===== src/itp_pkg.sv =====
// ----------------------------------------------------------------------------
// itp_pkg
// shared types, character codes and operator helpers of the converter
// ----------------------------------------------------------------------------
`timescale 1ns / 1ps

package itp_pkg;

  // operator codes as held on the stack
  typedef enum logic [2:0] {
    OP_LPAREN = 3'd0,
    OP_ADD    = 3'd1,
    OP_SUB    = 3'd2,
    OP_MUL    = 3'd3,
    OP_DIV    = 3'd4,
    OP_MOD    = 3'd5,
    OP_POW    = 3'd6
  } op_code_t;

  // command kinds passed from front to back
  typedef enum logic [4:0] {
    K_ALNUM  = 5'b00001,
    K_LPAREN = 5'b00010,
    K_RPAREN = 5'b00100,
    K_OPER   = 5'b01000,
    K_END    = 5'b10000
  } cmd_kind_t;

  typedef struct packed {
    cmd_kind_t   kind;
    logic [7:0]  ch;
    op_code_t    op;
  } cmd_t;

  localparam int unsigned QUEUE_DEPTH = 2;

  localparam logic [7:0] CH_LPAREN = 8'h28;
  localparam logic [7:0] CH_RPAREN = 8'h29;
  localparam logic [7:0] CH_ADD    = 8'h2B;
  localparam logic [7:0] CH_SUB    = 8'h2D;
  localparam logic [7:0] CH_MUL    = 8'h2A;
  localparam logic [7:0] CH_DIV    = 8'h2F;
  localparam logic [7:0] CH_MOD    = 8'h25;
  localparam logic [7:0] CH_POW    = 8'h5E;
  localparam logic [7:0] CH_NUL    = 8'h00;

  function automatic logic [7:0] op_char(op_code_t op);
    logic [7:0] c;
    unique case (op)
      OP_LPAREN: c = CH_LPAREN;
      OP_ADD:    c = CH_ADD;
      OP_SUB:    c = CH_SUB;
      OP_MUL:    c = CH_MUL;
      OP_DIV:    c = CH_DIV;
      OP_MOD:    c = CH_MOD;
      OP_POW:    c = CH_POW;
      default:   c = CH_NUL;
    endcase
    return c;
  endfunction

  function automatic logic [1:0] op_prec(op_code_t op);
    logic [1:0] p;
    unique case (op)
      OP_ADD, OP_SUB:         p = 2'd1;
      OP_MUL, OP_DIV, OP_MOD: p = 2'd2;
      OP_POW:                 p = 2'd3;
      default:                p = 2'd0;
    endcase
    return p;
  endfunction

  function automatic logic is_alnum(logic [7:0] c);
    return ((c >= 8'h30) && (c <= 8'h39)) || ((c >= 8'h41) && (c <= 8'h5A)) ||
           ((c >= 8'h61) && (c <= 8'h7A));
  endfunction

endpackage


===== src/itp_front.sv =====
// ----------------------------------------------------------------------------
// itp_front
// takes input words, classifies them and queues commands for the back end
// ----------------------------------------------------------------------------
`timescale 1ns / 1ps

module itp_front (
  input  logic           in_valid,
  output logic           in_ready,
  input  logic [7:0]     in_char,
  input  logic           end_of_expr,
  input  logic           q_full,
  output logic           q_push,
  output itp_pkg::cmd_t  q_cmd
);

  logic keep;

  always_comb begin
    q_cmd.ch   = in_char;
    q_cmd.op   = itp_pkg::OP_LPAREN;
    q_cmd.kind = itp_pkg::K_END;
    keep       = 1'b1;
    priority if (end_of_expr) begin
      q_cmd.kind = itp_pkg::K_END;
    end else if (itp_pkg::is_alnum(in_char)) begin
      q_cmd.kind = itp_pkg::K_ALNUM;
    end else if (in_char == itp_pkg::CH_RPAREN) begin
      q_cmd.kind = itp_pkg::K_RPAREN;
    end else if (in_char == itp_pkg::CH_LPAREN) begin
      q_cmd.kind = itp_pkg::K_LPAREN;
    end else begin
      q_cmd.kind = itp_pkg::K_OPER;
      unique case (in_char)
        itp_pkg::CH_ADD: q_cmd.op = itp_pkg::OP_ADD;
        itp_pkg::CH_SUB: q_cmd.op = itp_pkg::OP_SUB;
        itp_pkg::CH_MUL: q_cmd.op = itp_pkg::OP_MUL;
        itp_pkg::CH_DIV: q_cmd.op = itp_pkg::OP_DIV;
        itp_pkg::CH_MOD: q_cmd.op = itp_pkg::OP_MOD;
        itp_pkg::CH_POW: q_cmd.op = itp_pkg::OP_POW;
        default:         keep = 1'b0;   // anything else is dropped
      endcase
    end
  end

  assign in_ready = !q_full;
  assign q_push   = in_valid && !q_full && keep;

endmodule


===== src/itp_queue.sv =====
// ----------------------------------------------------------------------------
// itp_queue
// short command queue between front and back end
// ----------------------------------------------------------------------------
`timescale 1ns / 1ps

module itp_queue (
  input  logic           clk,
  input  logic           rst,
  input  logic           push,
  input  itp_pkg::cmd_t  push_cmd,
  output logic           full,
  input  logic           pop,
  output logic           not_empty,
  output itp_pkg::cmd_t  pop_cmd
);

  localparam int unsigned PW = (itp_pkg::QUEUE_DEPTH > 1) ? $clog2(itp_pkg::QUEUE_DEPTH) : 1;
  localparam int unsigned CW = $clog2(itp_pkg::QUEUE_DEPTH + 1);

  itp_pkg::cmd_t   entries [itp_pkg::QUEUE_DEPTH];
  logic [PW-1:0]   wr_ptr;
  logic [PW-1:0]   rd_ptr;
  logic [CW-1:0]   count;

  assign full      = (count == CW'(itp_pkg::QUEUE_DEPTH));
  assign not_empty = (count != '0);
  assign pop_cmd   = entries[rd_ptr];

  always_ff @(posedge clk) begin
    if (push) begin
      entries[wr_ptr] <= push_cmd;
    end
  end

  always_ff @(posedge clk) begin
    if (rst) begin
      wr_ptr <= '0;
      rd_ptr <= '0;
      count  <= '0;
    end else begin
      if (push) begin
        wr_ptr <= (wr_ptr == PW'(itp_pkg::QUEUE_DEPTH - 1)) ? '0 : wr_ptr + PW'(1);
      end
      if (pop) begin
        rd_ptr <= (rd_ptr == PW'(itp_pkg::QUEUE_DEPTH - 1)) ? '0 : rd_ptr + PW'(1);
      end
      if (push && !pop) begin
        count <= count + CW'(1);
      end else if (pop && !push) begin
        count <= count - CW'(1);
      end
    end
  end

endmodule


===== src/itp_back.sv =====
// ----------------------------------------------------------------------------
// itp_back
// operator stack engine: one push, pop or emit per cycle unless the output stalls, with output register
// ----------------------------------------------------------------------------
`timescale 1ns / 1ps

module itp_back #(
  parameter int unsigned STACK_DEPTH = 32
) (
  input  logic           clk,
  input  logic           rst,
  input  logic           cmd_valid,
  input  itp_pkg::cmd_t  cmd,
  output logic           cmd_pop,
  output logic           out_valid,
  input  logic           out_ready,
  output logic [7:0]     out_char,
  output logic           run_last,
  output logic           expr_done,
  output logic           overflow_seen
);

  localparam int unsigned CW = $clog2(STACK_DEPTH + 1);
  localparam int unsigned AW = $clog2(STACK_DEPTH);

  // top entry in a register, entries below it in memory
  itp_pkg::op_code_t mem [STACK_DEPTH];
  itp_pkg::op_code_t top;
  itp_pkg::op_code_t top_next;
  itp_pkg::op_code_t rd_q;       // entry just below top, prefetched

  itp_pkg::cmd_t   cur;
  logic            cur_valid;
  logic [CW-1:0]   count;
  logic [CW-1:0]   count_next;
  logic            ovf;

  logic            out_space;
  logic            nonempty;
  logic            has_one;
  logic            full;
  logic            do_pop;
  logic            do_push;
  logic            emit;
  logic [7:0]      emit_char;
  logic            emit_last;
  logic            emit_done;
  logic            clear;
  logic            done;
  logic            wr_en;
  logic            rd_en;
  logic [CW-1:0]   wr_sub;
  logic [CW-1:0]   rd_sub;
  logic [AW-1:0]   wr_addr;
  logic [AW-1:0]   rd_addr;
  logic [1:0]      top_prec;
  logic [1:0]      nxt_prec;
  logic [1:0]      cur_prec;

  assign out_space = !out_valid || out_ready;
  assign nonempty  = (count != '0);
  assign has_one   = (count == CW'(1));
  assign full      = (count == CW'(STACK_DEPTH));
  assign top_prec  = itp_pkg::op_prec(top);
  assign nxt_prec  = itp_pkg::op_prec(rd_q);
  assign cur_prec  = itp_pkg::op_prec(cur.op);

  always_comb begin
    do_pop    = 1'b0;
    do_push   = 1'b0;
    emit      = 1'b0;
    emit_char = itp_pkg::op_char(top);
    emit_last = 1'b0;
    emit_done = 1'b0;
    clear     = 1'b0;
    done      = 1'b0;
    if (cur_valid) begin
      unique case (cur.kind)
        itp_pkg::K_ALNUM: begin
          if (out_space) begin
            emit      = 1'b1;
            emit_char = cur.ch;
            emit_last = 1'b1;
            done      = 1'b1;
          end
        end
        itp_pkg::K_LPAREN: begin
          do_push = 1'b1;
          done    = 1'b1;
        end
        itp_pkg::K_RPAREN: begin
          if (!nonempty) begin
            done = 1'b1;
          end else if (top == itp_pkg::OP_LPAREN) begin
            do_pop = 1'b1;
            done   = 1'b1;
          end else if (out_space) begin
            emit      = 1'b1;
            do_pop    = 1'b1;
            emit_last = has_one || (rd_q == itp_pkg::OP_LPAREN);
            done      = has_one;
          end
        end
        itp_pkg::K_OPER: begin
          if ((cur.op != itp_pkg::OP_POW) && nonempty && (top_prec >= cur_prec)) begin
            if (out_space) begin
              emit      = 1'b1;
              do_pop    = 1'b1;
              emit_last = has_one || (nxt_prec < cur_prec);
            end
          end else begin
            do_push = 1'b1;
            done    = 1'b1;
          end
        end
        itp_pkg::K_END: begin
          if (nonempty) begin
            if (out_space) begin
              emit   = 1'b1;
              do_pop = 1'b1;
            end
          end else if (out_space) begin
            emit      = 1'b1;
            emit_char = itp_pkg::CH_NUL;
            emit_last = 1'b1;
            emit_done = 1'b1;
            clear     = 1'b1;
            done      = 1'b1;
          end
        end
        default: ;
      endcase
    end
  end

  assign cmd_pop = cmd_valid && (!cur_valid || done);

  always_comb begin
    count_next = count;
    top_next   = top;
    if (clear) begin
      count_next = '0;
    end else if (do_pop) begin
      count_next = count - CW'(1);
      top_next   = rd_q;
    end else if (do_push && !full) begin
      count_next = count + CW'(1);
      top_next   = cur.op;
    end
  end

  assign wr_en   = do_push && !full && nonempty;
  assign wr_sub  = count - CW'(1);
  assign wr_addr = wr_sub[AW-1:0];
  assign rd_en   = (count_next >= CW'(2));
  assign rd_sub  = count_next - CW'(2);
  assign rd_addr = rd_sub[AW-1:0];

  // stack memory, write-first on the shared address
  always_ff @(posedge clk) begin
    if (wr_en) begin
      mem[wr_addr] <= top;
    end
    if (wr_en && (wr_addr == rd_addr)) begin
      rd_q <= top;
    end else if (rd_en) begin
      rd_q <= mem[rd_addr];
    end
  end

  always_ff @(posedge clk) begin
    top <= top_next;
    if (cmd_pop) begin
      cur <= cmd;
    end
    if (emit) begin
      out_char      <= emit_char;
      run_last      <= emit_last;
      expr_done     <= emit_done;
      overflow_seen <= emit_done && ovf;
    end
  end

  always_ff @(posedge clk) begin
    if (rst) begin
      cur_valid <= 1'b0;
      count     <= '0;
      ovf       <= 1'b0;
      out_valid <= 1'b0;
    end else begin
      count <= count_next;
      if (cmd_pop) begin
        cur_valid <= 1'b1;
      end else if (done) begin
        cur_valid <= 1'b0;
      end
      if (clear) begin
        ovf <= 1'b0;
      end else if (do_push && full) begin
        ovf <= 1'b1;
      end
      if (emit) begin
        out_valid <= 1'b1;
      end else if (out_ready) begin
        out_valid <= 1'b0;
      end
    end
  end

endmodule


===== src/infix_to_postfix_converter.sv =====
// first result word passes the queue entry, the command register and the output register, back end idle
// the back end loads the next command as the current one finishes; each popped operator adds a step
// a ')' that finds no '(' below its operators finishes on its last pop
// an end word pops and emits each stacked entry, then emits the end marker
// the stack engine does one push, pop or emit per cycle, held while the output stalls, and sets the rate
// reset: synchronous, active high; clears queue, stack count, overflow flag, valids
// ----------------------------------------------------------------------------
// infix_to_postfix_converter
// shunting-yard conversion of an infix character stream into postfix form
// ----------------------------------------------------------------------------
`timescale 1ns / 1ps

module infix_to_postfix_converter #(
  parameter int unsigned STACK_DEPTH = 32
) (
  input  logic        clk,
  input  logic        rst,
  // input words
  input  logic        in_valid,
  output logic        in_ready,
  input  logic [7:0]  in_char,
  input  logic        end_of_expr,
  // result words
  output logic        out_valid,
  input  logic        out_ready,
  output logic [7:0]  out_char,
  output logic        run_last,
  output logic        expr_done,
  output logic        overflow_seen
);

  // front to queue
  logic           q_full;
  logic           q_push;
  itp_pkg::cmd_t  q_in;
  // queue to back end
  logic           q_pop;
  logic           q_not_empty;
  itp_pkg::cmd_t  q_out;

  // front end: classify each word; ignored characters are taken and dropped here
  itp_front u_front (
    .in_valid    (in_valid),
    .in_ready    (in_ready),
    .in_char     (in_char),
    .end_of_expr (end_of_expr),
    .q_full      (q_full),
    .q_push      (q_push),
    .q_cmd       (q_in)
  );

  // two-entry command queue lets the front keep taking words while the stack works
  itp_queue u_queue (
    .clk       (clk),
    .rst       (rst),
    .push      (q_push),
    .push_cmd  (q_in),
    .full      (q_full),
    .pop       (q_pop),
    .not_empty (q_not_empty),
    .pop_cmd   (q_out)
  );

  // back end: operator stack (top in a register, rest in memory) and output register
  itp_back #(
    .STACK_DEPTH (STACK_DEPTH)
  ) u_back (
    .clk           (clk),
    .rst           (rst),
    .cmd_valid     (q_not_empty),
    .cmd           (q_out),
    .cmd_pop       (q_pop),
    .out_valid     (out_valid),
    .out_ready     (out_ready),
    .out_char      (out_char),
    .run_last      (run_last),
    .expr_done     (expr_done),
    .overflow_seen (overflow_seen)
  );

endmodule


===== config.mk =====
export PLATFORM = sky130hd
export DESIGN_NAME = infix_to_postfix_converter
export DESIGN_NICKNAME = d
export VERILOG_FILES = /design/src/itp_pkg.sv /design/src/itp_front.sv /design/src/itp_queue.sv /design/src/itp_back.sv /design/src/infix_to_postfix_converter.sv
export SDC_FILE = /design/constraint.sdc
export NUM_CORES = 1
export LEC_CHECK = 0
export BUFFER_PORTS_ARGS = -buffer_cell sky130_fd_sc_hd__buf_2
export CAP_MARGIN = 5
export CORE_ASPECT_RATIO = 0.6
export CORE_MARGIN = 2
export CORE_UTILIZATION = 44
export DETAILED_ROUTE_END_ITERATION = 8
export PLACE_DENSITY = 0.59
export SLEW_MARGIN = 0
export SYNTH_ARGS = -nofsm -noshare
export SYNTH_HDL_FRONTEND = slang
export SYNTH_SLANG_ARGS = --single-unit

===== constraint.sdc =====
create_clock -name clk -period 6.3 [get_ports clk]
set_input_delay 0 -clock clk [delete_from_list [all_inputs] [get_ports clk]]
set_output_delay 0 -clock clk [all_outputs]
set_load 0.005 [all_outputs]

# [Yosys cells after proc, flatten, opt, wreduce, memory -nomap -nowiden]
# Memory sizes are Yosys's and may differ from the RTL's. A register that Yosys moved wholly into a read port is not among the register bits.
# Cells that the tools add are included.
[totals] ff_bits=27 ramBits=128 in_bits=13 output_inout_bits=13 word_cells=181 memories=2
[memory_table] name="u_back.mem" depth=32 word_bits=3 rd=1 rd_clocked_by_memory_dff=1 wr=1 line_no="itp_back.sv:27" source="itp_pkg::op_code_t mem [STACK_DEPTH];"
[memory_table] name="u_queue.entries" depth=2 word_bits=16 rd=1 rd_clocked_by_memory_dff=1 wr=1 line_no="itp_queue.sv:21" source="itp_pkg::cmd_t entries [itp_pkg::QUEUE_DEPTH];"
[op_classes] addsub=7 magnitude_cmp=9 eq_ne=36 n_mux=68 n_bitwise=1 reduce_logical=46
[op_table] cell="8-bit by 6-bit == test with 1-bit output (second input constant)" count=7
[op_table] cell="7-bit one-hot mux with 7 select lines" count=1
[op_table] cell="1-bit two-way mux" count=38
[op_table] cell="3-bit == test (second input constant)" count=9
[op_table] cell="8-bit two-way mux" count=3
[op_table] cell="3-bit by 2-bit == test with 1-bit output (second input constant)" count=6
[op_table] cell="3-bit two-way mux" count=6
[op_table] cell="6-bit two-way mux" count=3
[op_table] cell="2-bit one-hot mux with 3 select lines" count=3
[op_table] cell="3-bit one-hot mux with 6 select lines" count=1
[op_table] cell="8-bit by 7-bit greater-or-equal comparator with 1-bit output (second input constant)" count=2
[op_table] cell="8-bit by 7-bit less-or-equal comparator with 1-bit output (second input constant)" count=2
[op_table] cell="8-bit one-hot mux with 2 select lines" count=1
[op_table] cell="1-bit logical AND" count=15
[op_table] cell="5-bit two-way mux" count=3
[op_table] cell="2-bit nonzero test" count=6
[op_table] cell="2-bit OR reduction" count=5
[op_table] cell="3-bit by 1-bit == test with 1-bit output (second input constant)" count=3
[op_table] cell="3-bit OR reduction" count=3
[op_table] cell="8-bit by 7-bit == test with 1-bit output (second input constant)" count=1
[op_table] cell="8-bit by 6-bit greater-or-equal comparator with 1-bit output (second input constant)" count=1
[op_table] cell="8-bit by 6-bit less-or-equal comparator with 1-bit output (second input constant)" count=1
[op_table] cell="7-bit two-way mux" count=1
[op_table] cell="6-bit by 1-bit adder with 6-bit output (second input constant)" count=1
[op_table] cell="other kinds (31)" count=45

# [Longest topological paths before layout]
# Gate-level depths: netlist of run 1.
[logic_depth] depth_word=16 ltp_mapped=23 depth_no_buf=17

# [Modules after synthesis]
# Synthesis of run 1 repeated with hierarchy kept, for this count alone.
[unflattened] cells_unflattened=685 hier_area_um2=8305.5
[by_module_without_submodules] module="itp_back" n_inst=1 cells_per_inst=563 area_per_inst_um2=6580.1 seq_area_each_um2=4053.9
[by_module_without_submodules] module="itp_queue" n_inst=1 cells_per_inst=72 area_per_inst_um2=1363.8 seq_area_each_um2=1061.0
[by_module_without_submodules] module="itp_front" n_inst=1 cells_per_inst=50 area_per_inst_um2=361.6 seq_area_each_um2=0.0

# [Least setup slack after synthesis of run 1]
# No wires, ideal clock.
[synth_path] path_kind="flip-flop to flip-flop" from="reg u_back.count[0]" to="reg u_back.rd_q[1], read port of u_back.mem, data pin" setup_time_ps=167 t_arrival_ps=5022 required_time_ps=6133 slack_ps=1111 stages_incl_launch_ff=23 path_buffers=7 synth_period_minus_slack_ps=5189 path_cell_list="dfxtp_1 -> buf_2 -> inv_1 -> clkbuf_1 -> buf_1 -> ha_1 -> or4b_4 -> or4_1 -> or2_1 -> buf_6 -> clkinv_8 -> nor2_2 -> buf_6 -> inv_1 -> clkbuf_1 -> ha_1 -> xnor2_1 -> xnor2_1 -> clkbuf_1 -> o211ai_1 -> a32oi_1 -> a31oi_1 -> a211oi_1"
[synth_via] elab_cells_between_ends=28 cone_classes="add/sub: 3; order compare: 1; eq/ne: 2; mux: 14; reduce/logical: 8"
[synth_lines] element="from (decl)" line_no="itp_back.sv:34" source="logic [CW-1:0] count;"
[synth_lines] element="from (signal assigned)" line_no="itp_back.sv:191" source="count <= count_next;"
[synth_lines] element="6-bit nonzero test (*)" line_no="itp_back.sv:61" source="assign nonempty = (count != '0);"
[synth_lines] element="1-bit two-way mux (*)" line_no="itp_back.sv:117" source="if (nonempty) begin"
[synth_lines] element="1-bit two-way mux (*)" line_no="itp_back.sv:78" source="unique case (cur.kind)"
[synth_lines] element="1-bit two-way mux (*)" line_no="itp_back.sv:77" source="if (cur_valid) begin"
[synth_lines] element="via u_back.clear" line_no="itp_back.sv:48" source="logic clear;"
[synth_lines] element="6-bit two-way mux (*)" line_no="itp_back.sv:141" source="if (clear) begin"
[synth_lines] element="5-bit by 2-bit subtractor with 5-bit output" line_no="itp_back.sv:156" source="assign rd_sub = count_next - CW'(2);"
[synth_lines] element="5-bit == test" line_no="itp_back.sv:164" source="if (wr_en && (wr_addr == rd_addr)) begin"
[synth_lines] element="1-bit logical AND" line_no="itp_back.sv:164"
[synth_lines] element="2-bit nonzero test (no line)"
[synth_lines] element="to (decl)" line_no="itp_back.sv:30" source="itp_pkg::op_code_t rd_q;"
# The timed path passes the listed nets; every way through them passes the cells marked *.
# A chain may end at the register's enable or synchronous reset.

# [Worst setup path after layout of run 1]
[layout_path] from="reg u_back.top[0]" to="reg u_back.rd_q[2], read port of u_back.mem, data pin"
[layout_via] elab_chain_len=16 elab_cells_between_ends=30 cone_classes="add/sub: 1; order compare: 2; eq/ne: 7; mux: 12; reduce/logical: 8"
[layout_lines] element="from (decl)" line_no="itp_back.sv:28" source="itp_pkg::op_code_t top;"
[layout_lines] element="from (signal assigned)" line_no="itp_back.sv:172" source="top <= top_next;"
[layout_lines] element="3-bit by 2-bit == test with 1-bit output, or another cell as far along" line_no="itp_pkg.sv:64" source="unique case (op)"
[layout_lines] element="3-bit OR reduction or 2-bit OR reduction (tied branches)" line_no="itp_pkg.sv:64"
[layout_lines] element="2-bit one-hot mux with 3 select lines" line_no="itp_pkg.sv:64"
[layout_lines] element="2-bit greater-or-equal comparator" line_no="itp_back.sv:105" source="if ((cur.op != itp_pkg::OP_POW) && nonempty && (top_prec >= cur_prec)) begin"
[layout_lines] element="1-bit logical AND" line_no="itp_back.sv:105"
[layout_lines] element="1-bit two-way mux" line_no="itp_back.sv:105"
[layout_lines] element="1-bit one-hot mux with 2 select lines" line_no="itp_back.sv:78"
[layout_lines] element="1-bit two-way mux" line_no="itp_back.sv:77"
[layout_lines] element="1-bit logical AND" line_no="itp_back.sv:146, itp_back.sv:152"
[layout_lines] element="6-bit two-way mux" line_no="itp_back.sv:146" source="end else if (do_push && !full) begin"
[layout_lines] element="6-bit two-way mux" line_no="itp_back.sv:143" source="end else if (do_pop) begin"
[layout_lines] element="6-bit two-way mux" line_no="itp_back.sv:141"
[layout_lines] element="5-bit by 2-bit subtractor with 5-bit output" line_no="itp_back.sv:156"
[layout_lines] element="5-bit == test" line_no="itp_back.sv:164"
[layout_lines] element="1-bit logical AND" line_no="itp_back.sv:164"
[layout_lines] element="2-bit nonzero test (no line)"
# Several ways; a longest one is shown, not always the timed one.

==> results.yml, run 1 <==
layout:
  layout-drive-gt1-share_pct: 15.6
  fillers: 1610
  final_common_cell: "edfxtp_1"
  final_nets: 745
  area_growth_syn_to_layout_pct: 12.6
  final_cell_mix: "161 x edfxtp_1, 76 x nand2_1, 67 x nor2_1"
  diodes: 0
  seqCellArea_um2: 5090
  multi_input_area_um2: 3070
drt:
  via_per_inst: 5.95
  drt_iter0_markers: 793
  drt_pass1_iterations: 7
  ant_nets: 0
  wl_um: 21000
  wl_per_cell_um: 21.5
  vias: 5823
  drc: 0
sta:
  hold_viol_final: 0
  finalSetupViolCount: 0
  finalCritPeriodShare_pct: 75.9
  tns_ns: 0
  min_period_ns: 4.78
  finClkSkew_ns: 0.0140
  clock.fmax_ghz: 0.209
  grt_setup_unrepaired: "no"
  slew_headroom_pct: 22.6
  slew_violations: 0
  tightest_slew_ns: 1.16
critical_path:
  cp.arrival_ns: 5.06
  r2r_slack_ns: 1.52
  worstSetupStartpoint: "u_back.top[0]"
  crit_buf_inv: 2
  crit_type: "flip-flop to flip-flop"
  cp.depth: 18
  worst_path_max_delay_cell: "or4_1"
  crit_family: "compound AO/OA/AOI/OAI gates"
  reg2reg_to: "u_back.rd_q[2]"
  critPathCaptureType: "flip-flop"
  cp_max_fo: 14
  worstRegToRegCells: 18
  cpPeakStageDelay_ns: 0.58
  critPathRequiredTime_ns: 6.58
  path_cells: "nor2b_1 -> a21oi_1 -> ha_1 -> nand2b_1 -> a21oi_1 -> or4_1 -> nand2_1 -> a221oi_1 -> a21oi_1 -> inv_1 -> ha_1 -> xnor2_1 -> xnor2_1 -> buf_4 -> a21oi_1 -> a221o_1 -> a211o_1 -> a31oi_1"
  worst_path_most_repeated_cell: "a21oi_1"
  reg2reg_from: "u_back.top[0]"
  start_kind: "flip-flop"
synthesis:
  synth_area_leaders: "edfxtp_1 58%, mux2_2 3.5%, nand2_1 3.4%"
  synth_top_flop_cell: "edfxtp_1"
  syn_inst: 683
  seq_area_frac_synth_pct: 60.6
  synth.cell_area_um2: 8400
  synth_nets: 708
  syn-mean-instance-area_um2: 12.3
  async_flop_share_pct: 0
  synth_warnings: 0
  synth_top_cell_area_share_pct: 57.6
  yosysTopAreaCell: "edfxtp_1"
  synth_edf_count: 161
  synth_seq_cells: 174
  yosys.cell_types.count: 71
die:
  die_h_um: 111
  rows: 39
  fp.dieW_um: 182
  io_pins: 26
  start_util_pct: 44.5
  coreArea_um2: 18900
  die_area_um2: 20200
global_routing:
  grt_pass1_vias: 5399
  track_usage_pct: 21.7
  use_met2_pct: 25.9
  grt_pass1_wl_um: 32400
  grt_remaining_overflow: 0
  met3_usage_pct: 6.08
  grt_antenna_before_repair: 0
  grt_start_max_net_pins: 40
  grt_util_met1_pct: 37.0
  top_usage_layer: "met1"
clock_tree:
  postCtsResizedCells: 0
  clk_path_buf_depth: 2
  worstSkewPairLatency_ns: 0.44
  path_clk_slew_ns: 0.07
  cts-buffers-inserted: 17
  htreeDepth: 4
  cts_tree: "done"
  post_cts_buffers: 0
  clock-sinks: 174
  ctsRootBufferMaster: "clkbuf_16"
job:
  cap_viol_max_count: 0
place:
  io_buffer_count: 25
  gp_congestion: 0.906
  hpwlAfterDp_um: 14900
worst_hold_path:
  min-delay-start: "in_valid"
  min_to: "u_queue.wr_ptr"
  min_path_type: "input pin to flip-flop"
  min_path_cells: 4
power_and_ir_drop:
  ir_worst_vdd_mv: 0.170
  leakagePower_nw: 3.29
  power_density_nw_per_um2: 334
  power.total_w: 0.00316
outcome:
  status: "complete, no violations"
## synth_stat cells, types with 3 or more instances
cell type    n
o211ai_1    11
or2_2        3
nor3_1      19
dfxtp_1     13
a31oi_1     10
or4_1        4
and3_1       6
nand3_1     28
inv_1       15
xnor2_1     13
or3_1        6
a32oi_1      4
clkbuf_1    23
mux4_2       7
xor2_1       7
a211oi_1     8
a22o_1       4
o311a_1      3
nand2_1     76
buf_2        3
nor4_1       3
nor2b_1     12
nor2_1      67
nand4_1     12
nor2_2       3
mux2i_1     12
mux2_2      26
o21ai_0     24
a32o_1       3
buf_6        3
edfxtp_1   161
a21oi_1     17
and2_1       9
ha_1        12
nand2b_1     7
## repair_timing
action                                 4_1_cts  5_1_grt
hold buffers                                12        0
setup endpoints to repair                    0        0
endpoints found under the hold margin       34        0
## tightest hold or removal path: stages
cell     delay [ns]
buf_2          0.10
o311a_1        0.16
xnor2_1        0.16
nor2_1         0.04
## where the power goes
group / internal, W / total (W) / switching (W)
Combinational: 0.000263 / 0.000655 / 0.000391
Sequential: 0.00138 / 0.00147 / 0.0000873
Clock: 0.000584 / 0.00104 / 0.000456
## cell type report
class,instances,area share (%)
clock buffers,18,4.54
clock inverters,14,1.48
inverters,16,0.767
multi-input cells,461,32.5
flip-flops and latches,174,53.9
well taps,246,3.25
repair buffers,50,3.62
## layer usage
metal | wire (um) | share of wire (%)
met5 | 0 | 0
met1 | 11000 | 52
met3 | 2080 | 9.9
met4 | 243 | 1.2
met2 | 7690 | 37
## through the flow
stage | hold WS, ns | instances | worst slack, ns | util, % | cell area [um2]
2_1_floorplan | 0.0716 | 683 | 1.11 | - | 8400
3_3_place_gp | 0.215 | 935 | 1.72 | 46.4 | 8770
3_5_place_dp | 0.233 | 935 | 1.61 | 46.4 | 8770
4_1_cts | 0.0479 | 979 | 1.58 | 50.1 | 9460
5_1_grt | 0.105 | 979 | 1.17 | 50.1 | 9460
6_report | 0.0730 | 979 | 1.52 | 50.1 | 9460
## flip-flops by register name, summed over array words and instances, names as in the netlist
name and flops:
u_back.cur 16, u_back.run_last 1, u_back.ovf 1, u_back.out_char 8, u_back.out_valid 1, u_back.rd_q 3, u_back.cur_valid 1, u_queue.entries 32
u_back.overflow_seen 1, u_queue.rd_ptr 1, u_queue.wr_ptr 1, u_back.mem 96, u_back.expr_done 1, u_back.top 3, u_back.count 6, u_queue.count 2
## how the worst max path moves through the flow
stage                          end  slack, ns
global route        u_back.rd_q[2]       1.17
CTS                 u_back.rd_q[2]       1.58
floorplan           u_back.rd_q[1]       1.11
detailed placement  u_back.rd_q[2]       1.61
global placement    u_back.rd_q[2]       1.72
finish              u_back.rd_q[2]       1.52
## cells by family after synthesis
| kind of cell | after synthesis | synth area share (%) |
|---|---|---|
| AOI/OAI and AO/OA | 114 | 9.58 |
| xor gates and xnor gates | 21 | 2.35 |
| adders and majority gates | 12 | 1.79 |
| buffers and inverters | 48 | 2.80 |
| DFF | 174 | 60.6 |
| muxes | 47 | 7.37 |
| and+or+nand+nor | 267 | 15.5 |
No activity file was read; power rests on OpenSTA's default activity.
==> run 2, diff against run 1 <==
- ABC_AREA: not set -> 1
- clock period: 6.3 -> 4.4 ns (I/O delays scaled with it)
==> results.yml, run 2 <==
synthesis:
  synth_warnings: 0
  syn-mean-instance-area_um2: 9.57
  seq_area_frac_synth_pct: 59.2
  synth_top_cell_area_share_pct: 56.2
  yosys-top-cells-count: "169 x nand2_1, 161 x edfxtp_1, 153 x inv_1"
  yosys.area_share.simple_pct: 25.2
  synth_most_common_cell: "nand2_1"
  synth.cell_area_um2: 8600
  yosys.cell_types.count: 41
  synth_top_flop_cell: "edfxtp_1"
  synth_compound_area_share_pct: 3.65
  synth_seq_cells: 174
  synth_xor_area_share_pct: 0.917
  synth_edf_count: 161
  synthMuxAreaShare_pct: 0
  synth_area_leaders: "edfxtp_1 56%, nand2_1 7.4%, nand3_1 6.8%"
  syn_inst: 899
  synth_nets: 924
  yosys.area_share.adder_pct: 1.75
  synth_top_family_by_area: "simple AND/OR/NAND/NOR gates"
  yosysTopAreaCell: "edfxtp_1"
  async_flop_share_pct: 0
drt:
  wl_per_cell_um: 16.9
  vias: 6237
  drt_iter0_markers: 811
  via_per_inst: 5.15
  ant_nets: 0
  drt_pass1_iterations: 5
  wl_um: 20500
  drc: 0
die:
  coreArea_um2: 19100
  fp.dieW_um: 184
  start_util_pct: 45.1
  die_area_um2: 20700
  die_h_um: 112
  io_pins: 26
  rows: 39
outcome:
  status: "complete, no violations"
place:
  hpwlAfterDp_um: 14000
  gp_congestion: 0.915
  io_buffer_count: 25
  post-place-ws_ns: 0.583
critical_path:
  critPathCaptureType: "flip-flop"
  crit_type: "flip-flop to flip-flop"
  cp.arrival_ns: 4.04
  start_kind: "flip-flop"
  critPathRequiredTime_ns: 4.53
  cp_max_fo: 25
clock_tree:
  worstSkewPairLatency_ns: 0.43
  clock-sinks: 174
  htreeDepth: 4
  ctsRootBufferMaster: "clkbuf_16"
  cts-buffers-inserted: 17
  cts_tree: "done"
  path_clk_slew_ns: 0.06
  post_cts_buffers: 0
  clk_path_buf_depth: 2
layout:
  fillers: 1717
  layout-drive-gt1-share_pct: 11.4
  top_register: "u_back.mem"
  largest_register_ffs: 96
  largest_registers: "u_back.mem (96), u_queue.entries (32), u_back.cur (16)"
  diodes: 0
  final_util_pct: 50.8
  final_nets: 956
  area_growth_syn_to_layout_pct: 12.7
  final_common_cell: "nand2_1"
  final_cell_mix: "169 x nand2_1, 161 x edfxtp_1, 153 x inv_1"
sta:
  slew_headroom_pct: 42.7
  finalSetupViolCount: 0
  grt_setup_unrepaired: "no"
  hold_viol_final: 0
  tightest_slew_ns: 0.858
  tns_ns: 0
  setup_ws_ns: 0.484
  finClkSkew_ns: 0.00943
  min_period_ns: 3.92
  finalCritPeriodShare_pct: 89.0
  slew_violations: 0
  clock.fmax_ghz: 0.255
global_routing:
  grt_pass1_wl_um: 32100
  track_usage_pct: 20.8
  grt_start_max_net_pins: 56
  grt_pass1_vias: 5547
  grt_antenna_before_repair: 1
  grt_remaining_overflow: 0
power_and_ir_drop:
  ir_worst_vdd_mv: 0.335
  leakagePower_nw: 4.14
  power_density_nw_per_um2: 513
job:
  cap_viol_max_count: 0
worst_hold_path:
  min_path_type: "input pin to flip-flop"
==> run 2: cell count changes in the layout (fill, tap and decap cells not counted), moves of 26 or more <==
| cell | previous run | this run |
|---|---|---|
| mux2_2 | 26 | 0 |
| nand4_1 | 12 | 50 |
| nand3_1 | 28 | 117 |
| nand2_1 | 76 | 169 |
| inv_1 | 15 | 153 |
==> run 2: cells by family after synthesis <==
family                     after synthesis
and+or+nand+nor                        453
buffers and inverters                  197
DFF                                    174
AOI/OAI and AO/OA                       54
adders and majority gates               12
xor gates and xnor gates                 9
==> run 2: worst paths after layout <==
| path | from | end | slack, ns | cells past startpoint |
|---|---|---|---|---|
| min reg2reg | u_back.ovf | u_back.ovf | 0.48 | 2 |
| max | u_back.top[2] | u_back.rd_q[1] | 0.48 | 23 |
| min | in_valid | u_queue.wr_ptr | 0.1 | 7 |
| max reg2reg | u_back.top[2] | u_back.rd_q[1] | 0.48 | 23 |
==> run 2: area by class of cell <==
type / instances / area (um2) / area share, %
Timing Repair Buffer: 47 / 318 / 3.28
Clock buffer: 19 / 443 / 4.57
Inverter: 163 / 612 / 6.31
Clock inverter: 13 / 176 / 1.82
Tap cell: 266 / 333 / 3.43
Multi-Input combinational cell: 528 / 2710 / 28.0
Sequential cell: 174 / 5090 / 52.6
==> run 2: what timing repair did <==
item,CTS,global route
hold buffers,11,0
resized for setup,0,0
hold endpoints to repair,36,0
==> run 2: routing by layer <==
metal | global-route usage, % | wire (um) | part of all wire (%) | vias up
li1 | - | - | - | 3082
met1 | 36.3 | 11000 | 54 | 2931
met2 | 24.6 | 7480 | 37 | 212
met3 | 4.41 | 1820 | 8.9 | 12
met4 | 5.65 | 196 | 0.96 | 0
met5 | 0 | 0 | 0 | -
==> run 2: metrics by stage <==
stage	power, W	hold WS (ns)	area [um2]	cells
final	0.00497	0.0950	9690	1210
after global routing	0.00523	0.224	9690	1210
after CTS	0.00498	0.0890	9690	1210
after detailed placement	0.00341	0.240	8960	1167
after global placement	0.00341	0.241	8960	1167
after floorplan	0.00305	0.0785	8600	899
==> run 2: critical path, cell delays in order, from the launching register on <==
cell and delay (ns):
edfxtp_1 0.48, inv_1 0.11, nand2_1 0.08, nor2_1 0.28, nor3_1 0.12, ha_1 0.32, nand2_1 0.07, nand3_1 0.10
nand3_2 0.10, nand2_1 0.07, nand2_2 0.12, nand3_4 0.14, nand2_1 0.10, nand3_2 0.08, nand2_4 0.19, buf_4 0.27
inv_2 0.25, nor2_2 0.22, nand2_1 0.08, nand3_1 0.07, nand2_1 0.07, inv_2 0.07, nand2_4 0.06, nand4_1 0.16
==> run 2: where the power goes <==
group,leakage (nW),internal (W),total (W),switching (W)
Combinational,2.26,0.000365,0.00125,0.000886
Sequential,1.58,0.00203,0.00215,0.000119
Clock,0.293,0.000921,0.00157,0.000649
==> run 3, diff against run 2 <==
- CORE_MARGIN: 2 -> 3
==> results.yml, run 3 (synthesis results as in run 2) <==
layout:
  final_util_pct: 52.0
  largest_registers: "u_back.mem (96), u_queue.entries (32), u_back.cur (16)"
  final_nets: 954
  layout-drive-gt1-share_pct: 11.4
  final_cell_mix: "169 x nand2_1, 161 x edfxtp_1, 153 x inv_1"
  final_cells: 1202
  largest_register_ffs: 96
  final_common_cell: "nand2_1"
  top_register: "u_back.mem"
  diodes: 0
  area_growth_syn_to_layout_pct: 12.4
sta:
  hold_viol_final: 0
  tns_ns: 0
  tightest_slew_ns: 0.884
  finalCritPeriodShare_pct: 90.8
  finClkSkew_ns: 0.00815
  grt_setup_unrepaired: "no"
  finalHoldWorstSlack_ns: 0.0904
  min_period_ns: 3.99
  finalSetupViolCount: 0
  clock.fmax_ghz: 0.250
  slew_violations: 0
  slew_headroom_pct: 41.0
global_routing:
  grt_remaining_overflow: 0
  grt_antenna_before_repair: 0
  track_usage_pct: 20.2
  grt_pass1_vias: 5753
  grt_start_max_net_pins: 56
  grt_pass1_wl_um: 33100
critical_path:
  worst_path_most_repeated_cell: "nand2_1"
  crit_family: "simple AND/OR/NAND/NOR gates"
  worst_path_max_delay_cell: "edfxtp_1"
  critPathCaptureType: "flip-flop"
  cp.arrival_ns: 4.12
  cpPeakStageDelay_ns: 0.43
  cp_max_fo: 28
  path_cells: "inv_1 -> nand2_1 -> o21ai_0 -> nor3_1 -> ha_1 -> nand2_1 -> nand3_1 -> nand3_2 -> nand2_1 -> nand2_2 -> nand3_4 -> nand2_1 -> nand3_2 -> nand2_4 -> ha_1 -> xor2_1 -> nor3_1 -> nand2_1 -> inv_2 -> nand2_4 -> nand4_1"
  crit_buf_inv: 2
  crit_type: "flip-flop to flip-flop"
  start_kind: "flip-flop"
  critPathRequiredTime_ns: 4.53
clock_tree:
  clk_path_buf_depth: 2
  post_cts_buffers: 0
  cts_tree: "done"
  path_clk_slew_ns: 0.07
  htreeDepth: 4
  clock-sinks: 174
  cts-buffers-inserted: 17
  ctsRootBufferMaster: "clkbuf_16"
  worstSkewPairLatency_ns: 0.43
place:
  dpl.cell_count: 1158
  gp_congestion: 0.942
  io_buffer_count: 25
  hpwlAfterDp_um: 14300
die:
  die_area_um2: 21300
  rows: 38
  start_util_pct: 46.3
  coreArea_um2: 18600
  die_h_um: 114
  io_pins: 26
  fp.dieW_um: 186
drt:
  wl_um: 20900
  drt_pass1_iterations: 5
  wl_per_cell_um: 17.4
  ant_nets: 0
  via_per_inst: 5.27
  vias: 6338
  drc: 0
  drt_iter0_markers: 809
power_and_ir_drop:
  p_seq_share_pct: 44.0
  leakagePower_nw: 4.12
  p_sw_w: 0.00172
  comb_power_share_pct: 24.9
  p_int_w: 0.00325
  power_frac_clock_pct: 31.1
  ir_worst_vdd_mv: 0.331
  power_density_nw_per_um2: 514
  switching_share_pct: 34.6
worst_hold_path:
  min_path_type: "input pin to flip-flop"
job:
  cap_viol_max_count: 0
outcome:
  status: "complete, no violations"
[run 3: changes by cell type in the layout (fill, tap and decap cells not counted)]
cell | before | now
buf_4 | 11 | 8
bufinv_16 | 3 | 2
clkbuf_1 | 1 | 0
clkbuf_8 | 1 | 0
clkinv_2 | 0 | 1
clkinv_4 | 2 | 3
clkinv_8 | 0 | 1
clkinvlp_4 | 3 | 2
inv_6 | 4 | 3
inv_8 | 1 | 3
nand3_4 | 3 | 4
[run 3: final timing paths]
check        cells past startpoint     startpoint              to  slack [ns]
max                             21  u_back.top[1]  u_back.rd_q[1]        0.41
min                              7       in_valid  u_queue.wr_ptr        0.09
max reg2reg                     21  u_back.top[1]  u_back.rd_q[1]        0.41
min reg2reg                      2     u_back.ovf      u_back.ovf        0.47
[run 3: power groups by stage]
stage	Sequential, W	Combinational (W)	Clock, W
after floorplan	0.00213	0.000926	0
after detailed placement	0.00222	0.00119	0
after global placement	0.00221	0.00119	0
after global routing	0.00220	0.00139	0.00164
final	0.00218	0.00124	0.00155
after CTS	0.00218	0.00121	0.00157
[run 3: layout make-up]
class / count / area, um2
Clock buffer: 17 / 425
Clock inverter: 15 / 183
Fill cell: 1664 / 8920
Inverter: 163 / 612
Multi-Input combinational cell: 529 / 2730
Sequential cell: 174 / 5090
Tap cell: 260 / 325
Timing Repair Buffer: 44 / 295
[run 3: worst min-delay path: cells and delay by family]
family	cells	cell delay (ns)
buffers and inverters	3	0.21
and+or+nand+nor	4	0.28
[run 3: metrics by stage]
step	setup WS [ns]	total power (W)	cell area [um2]
after floorplan	0.612	0.00305	8600
after global placement	0.485	0.00340	8930
after detailed placement	0.414	0.00341	8930
after CTS	0.382	0.00496	9650
after global routing	0.0300	0.00523	9670
final	0.406	0.00497	9670
[run 3: timing repair]
| action | 4_1_cts | 5_1_grt |
|---|---|---|
| hold endpoints to repair | 38 | 0 |
| hold buffers | 11 | 0 |
| setup endpoints to repair | 0 | 3 |
| resized for setup | 0 | 1 |
[run 3: metal layers]
| metal | routed length (um) | track usage (%) | vias up |
|---|---|---|---|
| li1 | - | - | 3081 |
| met1 | 11300 | 34.5 | 2986 |
| met2 | 7640 | 24.3 | 251 |
| met3 | 1790 | 5.41 | 20 |
| met4 | 184 | 4.68 | 0 |
| met5 | 0 | 0 | - |
